File: config.mk
export PLATFORM = sky130hd
export DESIGN_NAME = keyed_latency_statistics_table
export DESIGN_NICKNAME = d
export VERILOG_FILES = /design/src/rtl/klst_pkg.sv /design/src/rtl/keyed_latency_statistics_table.sv /design/src/rtl/klst_div.sv
export VERILOG_INCLUDE_DIRS = /design/src /design/src/rtl
export SDC_FILE = /design/constraint.sdc
export NUM_CORES = 2
export LEC_CHECK = 0
export BUFFER_PORTS_ARGS = -buffer_cell sky130_fd_sc_hd__buf_4
export CAP_MARGIN = 25
export CORE_AREA = 4 4 477 715
export DETAILED_ROUTE_END_ITERATION = 10
export DIE_AREA = 0 0 481 719
export PLACE_DENSITY = 0.71
export SYNTH_ARGS = -nofsm -noshare
export SYNTH_HDL_FRONTEND = slang
export SYNTH_HIERARCHICAL = 1
export SYNTH_SLANG_ARGS = --single-unit
File: constraint.sdc
create_clock -name i_clk -period 16.1 [get_ports i_clk]
set_input_delay 0 -clock i_clk [delete_from_list [all_inputs] [get_ports i_clk]]
set_output_delay 0 -clock i_clk [all_outputs]
set_load 0.05 [all_outputs]
File: src/rtl/keyed_latency_statistics_table_macros.svh
// assertion macros used by the top-level rtl file
`ifndef KEYED_LATENCY_STATISTICS_TABLE_MACROS_SVH
`define KEYED_LATENCY_STATISTICS_TABLE_MACROS_SVH

// same-cycle implication, checked out of reset
`define KLST_ASSERT_NOW(label, clk, rst_n, ante, cons) \
    label: assert property (@(posedge clk) disable iff (!rst_n) (ante) |-> (cons)) \
        else $error("klst check failed");

// next-cycle implication, checked out of reset
`define KLST_ASSERT_NEXT(label, clk, rst_n, ante, cons) \
    label: assert property (@(posedge clk) disable iff (!rst_n) (ante) |=> (cons)) \
        else $error("klst check failed");

`endif

File: src/rtl/klst_pkg.sv
// types and constants of the keyed latency statistics table
`default_nettype none

package klst_pkg;

    localparam logic [31:0] U32_ALL = 32'hFFFF_FFFF;
    localparam logic [63:0] U64_ALL = 64'hFFFF_FFFF_FFFF_FFFF;

    localparam int DIV_STEPS = 64;
    localparam int DIV_CNT_W = $clog2(DIV_STEPS);

    localparam logic [1:0] MODE_LOG   = 2'd0;
    localparam logic [1:0] MODE_ADD   = 2'd1;
    localparam logic [1:0] MODE_QUERY = 2'd2;

    localparam logic [1:0] STATUS_OK   = 2'd0;
    localparam logic [1:0] STATUS_FULL = 2'd1;
    localparam logic [1:0] STATUS_MISS = 2'd2;

    typedef struct packed {
        logic [1:0]  mode;
        logic [63:0] key;
        logic [31:0] amount;
    } t_item;

    typedef struct packed {
        logic [1:0]  status;
        logic [3:0]  slot;
        logic [31:0] min_value;
        logic [31:0] max_value;
        logic [31:0] average;
        logic [31:0] total_count;
    } t_result;

    typedef struct packed {
        logic [31:0] min_v;
        logic [31:0] max_v;
        logic [63:0] sum;
        logic [31:0] count;
    } t_stats;

    typedef struct packed {
        logic        start;
        logic [63:0] dividend;
        logic [31:0] divisor;
    } t_div_req;

    typedef struct packed {
        logic        done;
        logic [31:0] quotient;
    } t_div_rsp;

    typedef enum logic [2:0] {
        ST_IDLE,
        ST_SCAN,
        ST_READ,
        ST_UPDATE,
        ST_DIV,
        ST_OUT
    } t_state;

endpackage

`default_nettype wire

File: src/rtl/keyed_latency_statistics_table.sv
// top level: keyed statistics table with serial key search and serial divider
//
//  channel   direction  handshake             payload
//  command   in         start & !busy         i_item   (mode, key, amount)
//  result    out        o_done, one cycle     o_result (status .. total_count)
//
// from accept to the next accept an item passes these steps in order:
// the key search reads one entry per cycle until a hit or the last entry,
// then a stats read, an update, the bit-serial divider when the count is
// nonzero, a result state and an idle state; without a divide (miss, full,
// zero count) the divider step drops out.
// reset is synchronous, active low, clears all valid bits; results cannot stall.
`default_nettype none

`include "keyed_latency_statistics_table_macros.svh"

module keyed_latency_statistics_table #(
    parameter int NUM_ENTRIES = 16
) (
    input  wire logic              i_clk,
    input  wire logic              i_rst_n,
    input  wire logic              start,
    input  wire klst_pkg::t_item   i_item,
    output logic                   busy,
    output logic                   o_done,
    output klst_pkg::t_result      o_result
);

    localparam int IW = (NUM_ENTRIES > 1) ? $clog2(NUM_ENTRIES) : 1;
    localparam logic [IW-1:0] LAST = IW'(NUM_ENTRIES - 1);

    klst_pkg::t_state r_state, n_state;

    logic [NUM_ENTRIES-1:0] r_valid;
    logic [63:0]            r_key_mem [NUM_ENTRIES];
    klst_pkg::t_stats       r_st_mem  [NUM_ENTRIES];

    klst_pkg::t_item   r_item;
    logic [IW-1:0]     r_idx;
    logic              r_issue;
    logic              r_pv;
    logic [IW-1:0]     r_pidx;
    logic [63:0]       r_key_q;
    logic              r_free_found;
    logic [IW-1:0]     r_free_idx;
    logic [IW-1:0]     r_slot;
    logic              r_found;
    logic              r_alloc;
    klst_pkg::t_stats  r_st_q;
    klst_pkg::t_result r_result;

    klst_pkg::t_div_req div_req;
    klst_pkg::t_div_rsp div_rsp;

    logic accept;
    logic is_write;
    logic hit_now, free_now, last_now, scan_end, any_free;
    logic key_we, st_we;
    logic exists;
    logic go_div;
    klst_pkg::t_stats base, n_stats;
    logic [64:0] sum_ext;
    logic [32:0] cnt_ext;

    assign accept   = start && !busy;
    assign is_write = (r_item.mode == klst_pkg::MODE_LOG) || (r_item.mode == klst_pkg::MODE_ADD);

    // search pipeline: data for r_pidx arrives in the cycle after its address
    assign hit_now  = r_pv && r_valid[r_pidx] && (r_key_q == r_item.key);
    assign free_now = r_pv && !r_valid[r_pidx];
    assign last_now = r_pv && (r_pidx == LAST);
    assign scan_end = hit_now || last_now;
    assign any_free = r_free_found || free_now;

    assign exists = r_found || r_alloc;

    // new entry starts from min all ones and zero max, sum and count
    always_comb begin
        if (r_alloc) begin
            base.min_v = klst_pkg::U32_ALL;
            base.max_v = '0;
            base.sum   = '0;
            base.count = '0;
        end else begin
            base = r_st_q;
        end
        sum_ext = {1'b0, base.sum} + {33'd0, r_item.amount};
        cnt_ext = {1'b0, base.count} + {1'b0, r_item.amount};
        n_stats = base;
        case (r_item.mode)
            klst_pkg::MODE_LOG: begin
                if (r_item.amount < base.min_v) n_stats.min_v = r_item.amount;
                if (r_item.amount > base.max_v) n_stats.max_v = r_item.amount;
                n_stats.sum = sum_ext[64] ? klst_pkg::U64_ALL : sum_ext[63:0];
                if (base.count != klst_pkg::U32_ALL) n_stats.count = base.count + 32'd1;
            end
            klst_pkg::MODE_ADD: begin
                n_stats.count = cnt_ext[32] ? klst_pkg::U32_ALL : cnt_ext[31:0];
            end
            default: begin
                n_stats = base;
            end
        endcase
    end

    assign go_div = exists && (n_stats.count != '0);

    // next state
    always_comb begin
        n_state = r_state;
        case (r_state)
            klst_pkg::ST_IDLE:   if (accept) n_state = klst_pkg::ST_SCAN;
            klst_pkg::ST_SCAN:   if (scan_end) n_state = klst_pkg::ST_READ;
            klst_pkg::ST_READ:   n_state = klst_pkg::ST_UPDATE;
            klst_pkg::ST_UPDATE: n_state = go_div ? klst_pkg::ST_DIV : klst_pkg::ST_OUT;
            klst_pkg::ST_DIV:    if (div_rsp.done) n_state = klst_pkg::ST_OUT;
            klst_pkg::ST_OUT:    n_state = klst_pkg::ST_IDLE;
            default:             n_state = klst_pkg::ST_IDLE;
        endcase
    end

    // state outputs
    always_comb begin
        busy             = 1'b1;
        o_done           = 1'b0;
        key_we           = 1'b0;
        st_we            = 1'b0;
        div_req.start    = 1'b0;
        div_req.dividend = n_stats.sum;
        div_req.divisor  = n_stats.count;
        case (r_state)
            klst_pkg::ST_IDLE: busy = 1'b0;
            klst_pkg::ST_UPDATE: begin
                key_we        = r_alloc;
                st_we         = exists && is_write;
                div_req.start = go_div;
            end
            klst_pkg::ST_OUT: o_done = 1'b1;
            default: busy = 1'b1;
        endcase
    end

    klst_div u_div (
        .i_clk   (i_clk),
        .i_rst_n (i_rst_n),
        .i_req   (div_req),
        .o_rsp   (div_rsp)
    );

    // control state
    always_ff @(posedge i_clk) begin
        if (!i_rst_n) begin
            r_state <= klst_pkg::ST_IDLE;
            r_valid <= '0;
            r_issue <= 1'b0;
            r_pv    <= 1'b0;
        end else begin
            r_state <= n_state;
            if (key_we) r_valid[r_slot] <= 1'b1;
            if (accept) begin
                r_issue <= 1'b1;
                r_pv    <= 1'b0;
            end else if (r_state == klst_pkg::ST_SCAN) begin
                r_pv <= r_issue && !scan_end;
                if (r_issue && r_idx == LAST) r_issue <= 1'b0;
            end else begin
                r_issue <= 1'b0;
                r_pv    <= 1'b0;
            end
        end
    end

    // memories
    always_ff @(posedge i_clk) begin
        if (key_we) r_key_mem[r_slot] <= r_item.key;
        r_key_q <= r_key_mem[r_idx];
    end

    always_ff @(posedge i_clk) begin
        if (st_we) r_st_mem[r_slot] <= n_stats;
        r_st_q <= r_st_mem[r_slot];
    end

    // datapath
    always_ff @(posedge i_clk) begin
        if (accept) begin
            r_item       <= i_item;
            r_idx        <= '0;
            r_free_found <= 1'b0;
            r_found      <= 1'b0;
            r_alloc      <= 1'b0;
        end else begin
            case (r_state)
                klst_pkg::ST_SCAN: begin
                    r_pidx <= r_idx;
                    if (r_issue && r_idx != LAST) r_idx <= r_idx + 1'b1;
                    if (free_now && !r_free_found) begin
                        r_free_found <= 1'b1;
                        r_free_idx   <= r_pidx;
                    end
                    if (scan_end) begin
                        r_found <= hit_now;
                        r_alloc <= !hit_now && is_write && any_free;
                        if (hit_now || !r_free_found) r_slot <= r_pidx;
                        else r_slot <= r_free_idx;
                    end
                end
                klst_pkg::ST_UPDATE: begin
                    if (exists) begin
                        r_result.status      <= klst_pkg::STATUS_OK;
                        r_result.slot        <= 4'(r_slot);
                        r_result.min_value   <= n_stats.min_v;
                        r_result.max_value   <= n_stats.max_v;
                        r_result.total_count <= n_stats.count;
                    end else begin
                        r_result.status      <= is_write ? klst_pkg::STATUS_FULL
                                                         : klst_pkg::STATUS_MISS;
                        r_result.slot        <= '0;
                        r_result.min_value   <= klst_pkg::U32_ALL;
                        r_result.max_value   <= '0;
                        r_result.total_count <= '0;
                    end
                    r_result.average <= '0;
                end
                klst_pkg::ST_DIV: begin
                    if (div_rsp.done) r_result.average <= div_rsp.quotient;
                end
                default: begin
                    r_idx <= r_idx;
                end
            endcase
        end
    end

    assign o_result = r_result;

    `KLST_ASSERT_NOW(a_done_busy, i_clk, i_rst_n, o_done, busy)
    `KLST_ASSERT_NEXT(a_done_then_idle, i_clk, i_rst_n, o_done, !busy)
    `KLST_ASSERT_NOW(a_div_in_state, i_clk, i_rst_n, div_rsp.done, r_state == klst_pkg::ST_DIV)
    `KLST_ASSERT_NOW(a_hit_no_alloc, i_clk, i_rst_n, r_state == klst_pkg::ST_UPDATE, !(r_found && r_alloc))
    `KLST_ASSERT_NEXT(a_alloc_sets_valid, i_clk, i_rst_n, key_we, r_valid[$past(r_slot)])

endmodule

`default_nettype wire

File: src/rtl/klst_div.sv
// bit-serial restoring divider, 64-bit sum by 32-bit count, saturated quotient
`default_nettype none

module klst_div (
    input  wire logic                i_clk,
    input  wire logic                i_rst_n,
    input  wire klst_pkg::t_div_req  i_req,
    output klst_pkg::t_div_rsp       o_rsp
);

    logic                           r_run;
    logic                           r_done;
    logic [klst_pkg::DIV_CNT_W-1:0] r_cnt;
    logic [63:0]                    r_dvd;
    logic [31:0]                    r_rem;
    logic [31:0]                    r_dsr;

    logic [32:0] rem_sh;
    logic [33:0] diff;
    logic        ge;

    // one quotient bit per cycle, quotient shifts into the dividend register
    assign rem_sh = {r_rem, r_dvd[63]};
    assign diff   = {1'b0, rem_sh} - {2'b00, r_dsr};
    assign ge     = !diff[33];

    always_ff @(posedge i_clk) begin
        if (!i_rst_n) begin
            r_run  <= 1'b0;
            r_done <= 1'b0;
            r_cnt  <= '0;
        end else begin
            r_done <= 1'b0;
            if (i_req.start) begin
                r_run <= 1'b1;
                r_cnt <= '0;
            end else if (r_run) begin
                r_cnt <= r_cnt + 1'b1;
                if (r_cnt == klst_pkg::DIV_CNT_W'(klst_pkg::DIV_STEPS - 1)) begin
                    r_run  <= 1'b0;
                    r_done <= 1'b1;
                end
            end
        end
    end

    always_ff @(posedge i_clk) begin
        if (i_req.start) begin
            r_dvd <= i_req.dividend;
            r_rem <= '0;
            r_dsr <= i_req.divisor;
        end else if (r_run) begin
            r_dvd <= {r_dvd[62:0], ge};
            r_rem <= ge ? diff[31:0] : rem_sh[31:0];
        end
    end

    assign o_rsp = {r_done, ((|r_dvd[63:32]) ? klst_pkg::U32_ALL : r_dvd[31:0])};

endmodule

`default_nettype wire
# After elaboration in Yosys (flattened, before gate mapping)
# Memory sizes are Yosys's and may differ from the RTL's. A register that Yosys moved wholly into a read port is not among the register bits.
# Index checks and enable logic that the tools add are counted.
dict set report op_classes {
  add_sub_neg 6
  n_lt_le_gt_ge 5
  n_eq_ne 16
  muxes 41
  bitwise_logic 5
  reduce_logical 42
}
# cell n
set op_table {}
lappend op_table {{32-bit two-way mux} 7}
lappend op_table {{64-bit two-way mux} 3}
lappend op_table {{160-bit two-way mux} 1}
lappend op_table {{128-bit two-way mux} 1}
lappend op_table {{32-bit case mux with 2 select lines} 2}
lappend op_table {{64-bit by 32-bit adder with 65-bit output} 1}
lappend op_table {{64-bit equality test} 1}
lappend op_table {{33-bit by 32-bit subtractor with 34-bit output} 1}
lappend op_table {{32-bit by 32-bit adder with 33-bit output} 1}
lappend op_table {{32-bit by 1-bit adder with 32-bit output, second input constant} 1}
lappend op_table {{32-bit > comparator} 1}
lappend op_table {{32-bit < comparator} 1}
lappend op_table {{32-bit inequality test, second input constant} 1}
lappend op_table {{32-bit nonzero test} 1}
lappend op_table {{32-bit OR reduction} 1}
lappend op_table {{1-bit two-way mux} 19}
lappend op_table {{16-bit OR} 1}
lappend op_table {{3-bit case mux with 5 select lines} 1}
lappend op_table {{1-bit logical AND} 14}
lappend op_table {{3-bit AND reduction} 4}
lappend op_table {{4-bit by 5-bit < comparator with 1-bit output, second input constant} 2}
lappend op_table {{2-bit AND reduction} 5}
lappend op_table {{3-bit two-way mux} 3}
lappend op_table {{4-bit equality test, second input constant} 2}
lappend op_table {{other kinds (24)} 40}
dict set report word_totals {
  register_bits 408
  mem_bits_rw 3584
  in_bits 101
  out_inout_bits 136
  memories 2
}
# name depth word_bits rd rd_ports_with_merged_regs write_ports line_no
set memory_table {}
lappend memory_table {r_st_mem 16 160 1 1 1 keyed_latency_statistics_table.sv:36} ;# klst_pkg::t_stats r_st_mem [NUM_ENTRIES];
lappend memory_table {r_key_mem 16 64 1 1 1 keyed_latency_statistics_table.sv:35} ;# logic [63:0] r_key_mem [NUM_ENTRIES];

# Longest topological paths before layout
dict set report depth {
  word_depth 8
  depth_mapped 30
  depth_no_buf 20
}

# Hierarchy
# The synthesis kept the hierarchy.
# mod instances cells_each area_per_inst_um2 seq_area_each_um2
set by_module_without_submodules {}
lappend by_module_without_submodules {keyed_latency_statistics_table 1 7450 159116.4 119995.1}
lappend by_module_without_submodules {klst_div 1 703 7566.0 3683.5}

# Worst setup path after synthesis
# Ideal clock, no wire load.
dict set report synth_timing {
  path_kind {register -> register}
  from {register r_state[1]}
  to {memory r_st_mem[2][0] (netlist bit), enable pin}
  setup_time_ns 0.875
  arrival_ns 16.737
  t_required_ns 15.225
  slack_ns -1.512
  path_stages_with_launch 7
  path_buffers 1
  cell_sequence {dfxtp_1 -> buf_4 -> nand2_1 -> nor2_1 -> nand2_1 -> or3_1 -> nor3_1}
}
dict set report synth_via {
  elab_chain_len 4
}
# item line_no
set synth_rtl {}
lappend synth_rtl {{start, declared} keyed_latency_statistics_table.sv:32} ;# klst_pkg::t_state r_state, n_state;
lappend synth_rtl {{start signal, assigned} keyed_latency_statistics_table.sv:153} ;# r_state <= klst_pkg::ST_IDLE;
lappend synth_rtl {{start signal, assigned} keyed_latency_statistics_table.sv:158} ;# r_state <= n_state;
lappend synth_rtl {{3-bit by 2-bit equality test with 1-bit output} keyed_latency_statistics_table.sv:131} ;# case (r_state)
lappend synth_rtl {{1-bit two-way mux} keyed_latency_statistics_table.sv:131}
lappend synth_rtl {{1-bit two-way mux} keyed_latency_statistics_table.sv:180} ;# if (st_we) r_st_mem[r_slot] <= n_stats;
lappend synth_rtl {{1-bit two-way mux (implied by the code)} keyed_latency_statistics_table.sv:180}
lappend synth_rtl {{end, declared} keyed_latency_statistics_table.sv:36}
# No other way between the ends.

==> results.cfg <==
[cts]
cts_made_buffers = 381
cts_sinks = 4216
h-tree-depth = 5
root_buffer = clkbuf_16
clk_latency_ns = 1.00
cts_tree = built
cts.repair.resized = 0
path_clk_slew_ns = 0.06
clockBufferDepth = 4

[sta]
slew_headroom = 0.228
min_period_ns = 7.84
rsz0062_at_grt = false
hold_viol_final = 0
tightest_slew_ns = 1.16
finalCritPeriodShare = 0.487
skew_ns = 0.154
final_max_slew_viol_count = 0
finalSetupTns_ns = 0
max_freq_mhz = 128
setup_viol = 0

[setup_path]
cp.required_ns = 16.67
worstSetupPathType = flip-flop to flip-flop
start_kind = flip-flop
arrival_ns = 8.41
worstSetupEndpointType = flip-flop
r2r_slack_ns = 8.26
crit_fanout = 83

[grt]
grt_remaining_overflow = 0
grt_pass1_wl_um = 634000
grt_pass1_vias = 88100
antenna_found_initial = 24
grt_usage = 0.254
grt_max_degree = 141

[power]
p_leak_nw = 61.2
pwr_density_cell_nw_per_um2 = 116
ir_drop_uv = 104

[logic_synthesis]
synth_top_area_cell = edfxtp_1
syn_area_um2 = 167000
synth.most_common_cell = edfxtp_1
synth_cell_types = 110
postSynth.asyncResetShare = 0
synth-warning-count = 6
synth.area.top_cells = edfxtp_1 71%, mux4_2 15%, dfxtp_1 3.5%, ha_1 1.1%, xnor2_1 0.68%
ys.flop_type = edfxtp_1
synth_cells = 8153
synth_edf_count = 3924
synth_nets = 8396
synth_top_area_frac = 0.707
seq_area_frac_synth = 0.742
synth_commonest_cells = 3924 x edfxtp_1, 1125 x mux4_2, 292 x dfxtp_1
synth.ff_latch_count = 4216
avgSynthCellArea_um2 = 20.4

[floorplanning]
rows = 260
die_h_um = 719
dieArea_um2 = 346000
ios = 237
start_util = 0.499
die_width_um = 481
coreArea_um2 = 334000

[placed_design]
place_inst = 12700
io_buffers = 236
dpl.hpwl_um = 250000
gp_congestion = 0.937

[cells_and_area]
layout.cells.non_filler = 13600
drive_gt1_frac = 0.264
nets = 9100
area_delta_synth_final_pct = 14.1

[job]
maxCapViolations = 0

[routing]
wl_per_cell_um = 32.4
first_iter_violations = 10700
first_pass_iters = 5
viasPerCell = 6.32
route.detailed.drc = 0
wl_um = 442000
antenna_left = 0
vias = 86200

[worst_hold_path]
worstHoldPathType = input pin to flip-flop

[status]
status = finished, final reports clean
==> cells by family after synthesis <==
group / Yosys count / synth area share
flip-flops: 4216 / 0.742
multiplexers: 1278 / 0.162
AND/OR/NAND/NOR: 1090 / 0.0341
AO/OA/AOI/OAI: 666 / 0.0272
buffers and inverters: 558 / 0.0135
XOR/XNOR: 195 / 0.0102
adder cells (fa/ha/maj): 150 / 0.0112
==> stage by stage <==
stage | power [mW] | setup slack (ns) | util | hold slack, ns | cell area (um^2)
4_1_cts | 22.3 | 8.37 | 0.568 | 0.00195 | 190000
2_1_floorplan | 12.8 | 2.79 | - | 0.0989 | 167000
6_report | 22.1 | 8.26 | 0.569 | 0.0872 | 190000
3_3_place_gp | 13.0 | 8.52 | 0.524 | 0.179 | 175000
5_1_grt | 22.8 | 7.90 | 0.569 | 0.0623 | 190000
3_5_place_dp | 13.1 | 8.37 | 0.524 | 0.179 | 175000
==> power breakdown <==
| group | internal (mW) | total (mW) | switching [mW] |
|---|---|---|---|
| Clock | 5.21 | 9.25 | 4.05 |
| Sequential | 12.0 | 12.1 | 0.0852 |
| Combinational | 0.314 | 0.812 | 0.499 |
| Total | 17.5 | 22.1 | 4.63 |
==> cell type report <==
cell class	instances	area [um^2]
clock buffers	498	10300
flip-flops and latches	4216	124000
repair buffers	740	6460
inverters	139	527
clock inverters	206	2420
well taps	4454	5570
diodes	12	30.0
multi-input cells	3379	41200
fillers	24100	144000
==> final timing paths <==
check,startpoint,end,cells past startpoint
setup / recovery,r_alloc,u_div/r_dvd[19],22
hold / removal,i_rst_n,r_valid[3],3
setup reg to reg,r_alloc,u_div/r_dvd[19],22
hold reg to reg,r_valid[14],r_valid[14],1
==> cells in the final DEF, fill, tap and decap left out, types with 66 or more instances in the layout <==
cell type	count
buf_4	509
ha_1	140
o21ai_0	112
dfxtp_1	287
clkbuf_1	83
nand2_1	218
xor2_1	66
xnor2_1	129
edfxtp_1	3924
clkinv_2	66
nor2b_1	79
dlygate4sd3_1	199
mux4_2	1125
and2_1	100
clkbuf_16	384
inv_1	135
a21oi_1	136
nor2_1	238
mux2_2	71
==> timing repair <==
item | CTS | global route
hold buffers | 199 | 0
endpoints found under the hold margin | 192 | 0
buffers inserted | 0 | 0
==> state kept, by name (all words and copies together) (netlist names) <==
register,cells
o_result,134
r_alloc,1
r_found,1
r_free_found,1
r_free_idx,4
r_idx,4
r_issue,1
r_item,98
r_key_mem,1024
r_key_q,64
r_pidx,4
r_pv,1
r_slot,4
r_st_mem,2560
r_st_q,160
r_state,3
r_valid,16
u_div/r_cnt,6
u_div/r_done,1
u_div/r_dsr,32
u_div/r_dvd,64
u_div/r_rem,32
u_div/r_run,1
==> metal layers <==
metal  global-route usage  up-vias  wire length (um)
li1                     -    35000                 -
met2                0.426     4538            223000
met5                    0        -                86
met1                0.326    45700            159000
met4                0.125       14             25600
met3               0.0372      937             34700
==> worst max-delay path, stage by stage, from the launching register on <==
cell and delay, ns:
dfxtp_4 0.50, buf_12 0.28, nor2b_1 0.43, ha_1 0.42, ha_1 0.31, o21ai_0 0.18, a32oi_1 0.54, o21ai_1 0.20
a211oi_1 0.67, o311ai_2 0.30, a21oi_1 0.38, nor2_1 0.07, buf_4 0.24, nand2_1 0.09, o311ai_0 0.21, and4b_1 0.30
and4_1 0.23, a31oi_4 0.19, buf_4 0.59, nor2_1 0.09, buf_4 0.22, inv_2 0.11, buf_4 0.78
No activity file was read; power rests on OpenSTA's default activity.
